### src/rtl/pprv_pkg.sv
// Shared types and constants for the video-chip register port.
// Used by pprv_ctrl, pprv_datapath and ppu_register_port_vram.
`default_nettype none
package pprv_pkg;

    // Operation codes carried in tuser
    localparam logic [2:0] OP_CPU_READ    = 3'd0;
    localparam logic [2:0] OP_CPU_WRITE   = 3'd1;
    localparam logic [2:0] OP_PAL_QUERY   = 3'd2;
    localparam logic [2:0] OP_SPR_QUERY   = 3'd3;
    localparam logic [2:0] OP_STATUS_LOAD = 3'd4;

    // CPU register numbers
    localparam logic [2:0] REG_CTRL     = 3'd0;
    localparam logic [2:0] REG_MASK     = 3'd1;
    localparam logic [2:0] REG_STATUS   = 3'd2;
    localparam logic [2:0] REG_OAM_ADDR = 3'd3;
    localparam logic [2:0] REG_OAM_DATA = 3'd4;
    localparam logic [2:0] REG_SCROLL   = 3'd5;
    localparam logic [2:0] REG_ADDR     = 3'd6;
    localparam logic [2:0] REG_DATA     = 3'd7;

    // Mirroring modes
    localparam logic [1:0] MIR_SINGLE     = 2'd0;
    localparam logic [1:0] MIR_HORIZONTAL = 2'd1;
    localparam logic [1:0] MIR_VERTICAL   = 2'd2;
    localparam logic [1:0] MIR_FOUR       = 2'd3;

    // Fixed store geometry
    localparam int PAT_AW   = 13;           // 8 KB pattern store
    localparam int SPR_RW   = 6;            // 64 rows of 4 sprite bytes
    localparam int PAL_RW   = 3;            // 8 rows of 4 palette bytes
    localparam logic [PAT_AW-1:0] CLR_LAST = '1;
    localparam logic [PAT_AW-1:0] SPR_ROWS = 13'd64;
    localparam logic [PAT_AW-1:0] PAL_ROWS = 13'd8;

    // Controller to datapath commands
    typedef struct packed {
        logic clear_en;     // memory clearing sweep
        logic rd_en;        // word accepted, issue memory reads
        logic exec;         // commit the word
    } pprv_cmd_t;

    // Datapath to controller status
    typedef struct packed {
        logic clear_done;
        logic out_valid;
    } pprv_stat_t;

endpackage
`default_nettype wire

### src/rtl/pprv_ctrl.sv
// Control state machine: clearing sweep after reset, accept, commit.
// Depends on pprv_pkg.
`default_nettype none
module pprv_ctrl
    import pprv_pkg::*;
(
    input  wire logic       clk,
    input  wire logic       rst_n,
    input  wire logic       in_valid,
    output logic            in_ready,
    input  wire logic       out_ready,
    input  wire pprv_stat_t stat,
    output pprv_cmd_t       cmd
);

    typedef enum logic [2:0] {
        ST_CLEAR = 3'b001,
        ST_IDLE  = 3'b010,
        ST_EXEC  = 3'b100
    } state_t;

    state_t state_reg, state_next;

    // next state
    always_comb
    begin
        state_next = state_reg;
        unique case (state_reg)
            ST_CLEAR: if (stat.clear_done) state_next = ST_IDLE;
            ST_IDLE:  if (in_valid) state_next = ST_EXEC;
            ST_EXEC:  if (!stat.out_valid || out_ready) state_next = ST_IDLE;
            default:  state_next = ST_CLEAR;
        endcase
    end

    always_ff @(posedge clk or negedge rst_n)
    begin
        if (!rst_n)
            state_reg <= ST_CLEAR;
        else
            state_reg <= state_next;
    end

    // commands
    assign in_ready     = (state_reg == ST_IDLE);
    assign cmd.clear_en = (state_reg == ST_CLEAR);
    assign cmd.rd_en    = (state_reg == ST_IDLE) && in_valid;
    assign cmd.exec     = (state_reg == ST_EXEC) && (!stat.out_valid || out_ready);

endmodule
`default_nettype wire

### config.mk
export PLATFORM = sky130hd
export DESIGN_NAME = pprv_ctrl
export DESIGN_NICKNAME = d
export VERILOG_FILES = /design/src/rtl/pprv_pkg.sv /design/src/rtl/pprv_ctrl.sv
export SDC_FILE = /design/constraint.sdc
export NUM_CORES = 1
export LEC_CHECK = 0
export ABC_CLOCK_PERIOD_IN_PS = 1500
export CAP_MARGIN = 20
export CORE_AREA = 4 4 41 43
export CTS_CLUSTER_DIAMETER = 50
export CTS_CLUSTER_SIZE = 14
export DETAILED_ROUTE_END_ITERATION = 12
export DIE_AREA = 0 0 45 47
export DONT_BUFFER_PORTS = 1
export GPL_TIMING_DRIVEN = 1
export PLACE_DENSITY_LB_ADDON = 0.05
export SLEW_MARGIN = 20
export SYNTH_ARGS = -nofsm -noshare
export SYNTH_HDL_FRONTEND = slang
export SYNTH_SLANG_ARGS = --single-unit
### constraint.sdc
create_clock -name clk -period 1.5 [get_ports clk]
set_input_delay 0.45 -clock clk [delete_from_list [all_inputs] [get_ports clk]]
set_output_delay 0.45 -clock clk [all_outputs]
set_load 0.05 [all_outputs]
; ---- Yosys cells after proc, flatten, opt, wreduce, memory -nomap -nowiden
; Cells that the tools add are included.
[word_totals]
reg_bits = 3
input_bits = 6
out_inout_bits = 4
word_cells = 16
[op_classes]
eq_ne = 6
muxes = 4
n_reduce_logical = 5
[op_table]
columns = operator, count
row1 = two-way mux 3 bit, 3
row2 = one-hot mux 3 bit (3 select lines), 1
row3 = "inequality test 2 bit, second input constant", 2
row4 = "equality test 3 x 1 -> 1 bit, second input constant", 1
row5 = "equality test 3 x 2 -> 1 bit, second input constant", 1
row6 = "equality test 3 bit, second input constant", 1
row7 = AND reduction 3 bit, 1
row8 = logical AND 1 bit, 2
row9 = "inequality test 2 x 1 -> 1 bit, second input constant", 1
row10 = logical NOT 1 bit, 1
row11 = logical OR 1 bit, 1

; ---- Depth between registers and ports, before layout
[logic_depth]
word_depth = 4
ltp_mapped = 3

; ---- Worst setup path before layout
; Ideal clock, no wire load.
[synth_timing]
kind = reg2out
startpoint = register state_reg[0]
endpoint = output cmd[1] (netlist name)
arrival_time_ns = 1.730
path_slack_ns = -0.680
stages_incl_launch_ff = 4
path_cell_list = dfstp_2 > nand2b_1 > nor2_1 > and2_1
[synth_lines]
columns = item, line_no
row1 = from (decl), pprv_ctrl.sv:22  ; state_t state_reg, state_next;
row2 = from (signal assigned), pprv_ctrl.sv:41  ; state_reg <= state_next;
row3 = to (decl), pprv_ctrl.sv:13  ; output pprv_cmd_t cmd

==> impl_results.md <==
* Synth Warn # at 0
* Synthesized net count at 25
* Largest family of logic cells by synthesized area: simple AND/OR/NAND/NOR gates
* First-pass GRT wire length at roughly 640 um
* Die H at 47 um
* Util after Layout at 0.2548
* Kind of critical path: reg2out
* TNS Setup at -0.3956 ns
* Largest net degree at the start of global routing at 6
* Max Slew Vio Count at 0
* Final #Nets at 37
* Post-DP HPWL at 343.1 um
* Compound-gate portion of the synthesized area at 0.1353
* Post-Syn Instances at 19
* CTS buffer count at 3
* Synth area leaders: dfrtp_1 30%, dfstp_2 16%, nand2b_1 7.5%
* Sequential area share after synthesis at 0.4586
* Number of I/O pins at 10
* IO Port Bufs at 0
* Design Area, Final at between 300 and 400 um^2
* Crit share post-route at 1.081
* Worst Skew at between 0.003 and 0.004 ns
* Clock Sinks at 3
* Synth area leader: dfrtp_1
* Rows at 13
* Syn_area_per_cell at between 8 and 9 um^2
* Final setup violation count at 4
* Chip width at around 45 um
* Post-synthesis mux area share at 0
* Adder-cell share of the synthesized area at 0
* Post-synth top area share at 0.3008
* Critical Path Sink Type: output pin
* Fmax at between 600 and 700 MHz
* Clk root buf: clkbuf_4
* H-tree depth at 1
* Max_cap viols at 0
* Post-placement setup slack at 0.01369 ns
* Run status: finished, violations left
* Fin worst setup slack at -0.1210 ns
* Remaining DRCs at 0
* # fillers at 155
* Area after DPL at 249.0 um^2
* Number of antenna violations at the first check in global routing at 0
* Starting Density at 0.1279
* Layout cells sized above 1 at 0.5667
* Clock-pin transition on the worst setup and hold timing paths at about 0.04 ns
* Final Hold Vio Count at 0
* Number of global-route vias before repair at 179
* Pwr per Cell Area at between 2000 and 2500 nW/um^2
* Tightest Hold Check Type: in2async
* Via count at around 180
* Max VDD drop at between 400 and 500 uV
* Initial drt markers at 2
* Final Instance Count excl. Fillers at 45
* Number of synthesized register bits at 3
* Detailed Route WL at between 400 and 500 um
* Core area at about 1300 um^2
* Via-per-instance ratio at just under 4
* Most frequent cells in the layout: 3 x clkbuf_4, 3 x buf_6
* Minimum clock period at about 1.6 ns
* GRT Util Overall at 0.04751
* Setup crit start kind: flip-flop
* Synthesis-to-finish area growth at 99.25%
* Slew headroom at 0.8774
* Antenna-violating nets left at 0
* Synth unique cells at 14
* Synth Area in XOR/XNOR at 0
* Failing checks: negative setup slack
* Total global routing overflow at 0
* Simple-gate share of the synthesized area at 0.3835
* DR pass1 iterations at 2
* Diode count at 0
* Maximum fanout along the worst path at 5
* CTS tree: done
* Clock latency on the worst-skew pair at between 0.2 and 0.25 ns
* Cells after DPL at 38
* Placer Congestion at between 0.6 and 0.7
* Leakage at ~0.15 nW
* Average wire per standard cell at 10.09 um
* Largest register FFs at 3
* Slew @ Worst Pin at between 0.15 and 0.2 ns
* Final Power at 0.7989 mW
* Die footprint at 2115 um^2
* Worst Path Arrival at between 1 and 1.5 ns
* RSZ-0062 raised after global routing: true
* Synthesized cell area at ~170 um^2
* Worst hold slack at 0.06852 ns
* Critical Path RT at 1.05 ns
* CTS Buffer Depth at 2
==> report_power, final <==
group,internal (mW),total [mW],switching (mW)
registers,0.122,0.157,0.0343
clock network,0.0994,0.137,0.0376
logic,0.254,0.505,0.252
==> final timing paths <==
kind                            slack, ns         start  cells after the start            to
worst max-delay path                -0.12  state_reg[1]                      4        cmd[1]
worst min-delay path                 0.07         rst_n                      0  state_reg[0]
worst max register to register       0.28  state_reg[0]                      4  state_reg[1]
worst min register to register       0.60  state_reg[1]                      2  state_reg[0]
max in group asynchronous            0.92         rst_n                      1  state_reg[2]
min in group clk                     0.38      in_valid                      2  state_reg[2]
==> layer usage <==
layer	vias to the layer above	wire [um]	global-route usage
li1	88	-	-
met1	83	152	0.03661
met2	6	258	0.07910
met3	0	42	0.02682
met4	0	0	0.05263
met5	-	0	0
==> critical path, cell delays in order (launching register included) <==
cell and delay, ns:
dfrtp_1 0.40, buf_6 0.15, nand2b_4 0.06, nor2_4 0.09
and2_4 0.24
==> logic make-up (layout without fill, tap and decap cells) <==
group	after synthesis	in the layout
AND/OR/NAND/NOR	11	11
flip-flops	3	3
buffers and inverters	1	12
AO/OA/AOI/OAI	4	4
==> synthesized netlist by cell type <==
cell / n
nor2_1: 2
o21ai_0: 2
a21oi_1: 1
nand3b_1: 1
dfstp_2: 1
nor3b_1: 1
inv_2: 1
or3_1: 1
nand2b_1: 2
a21o_1: 1
nand3_1: 2
dfrtp_1: 2
and2_1: 1
and3_1: 1
==> timing repair <==
| item | in CTS | in global routing |
|---|---|---|
| setup endpoints to repair | 4 | 4 |
| hold endpoints to repair | 2 | 0 |
| setup buffers | 1 | 1 |
| hold buffers | 1 | 0 |
| gates resized for setup | 4 | 4 |
| pin swaps | 2 | 2 |
==> area by class of cell <==
cell class                 instances  area (um^2)  area share
multi-input combinational         15        127.6      0.3849
timing repair buffer               7        78.83      0.2377
sequential                         3        76.32      0.2302
clock buffer                       4        26.28     0.07925
tap                               15        18.77     0.05660
inverter                           1        3.754     0.01132
(Power assumes the default switching activity.)
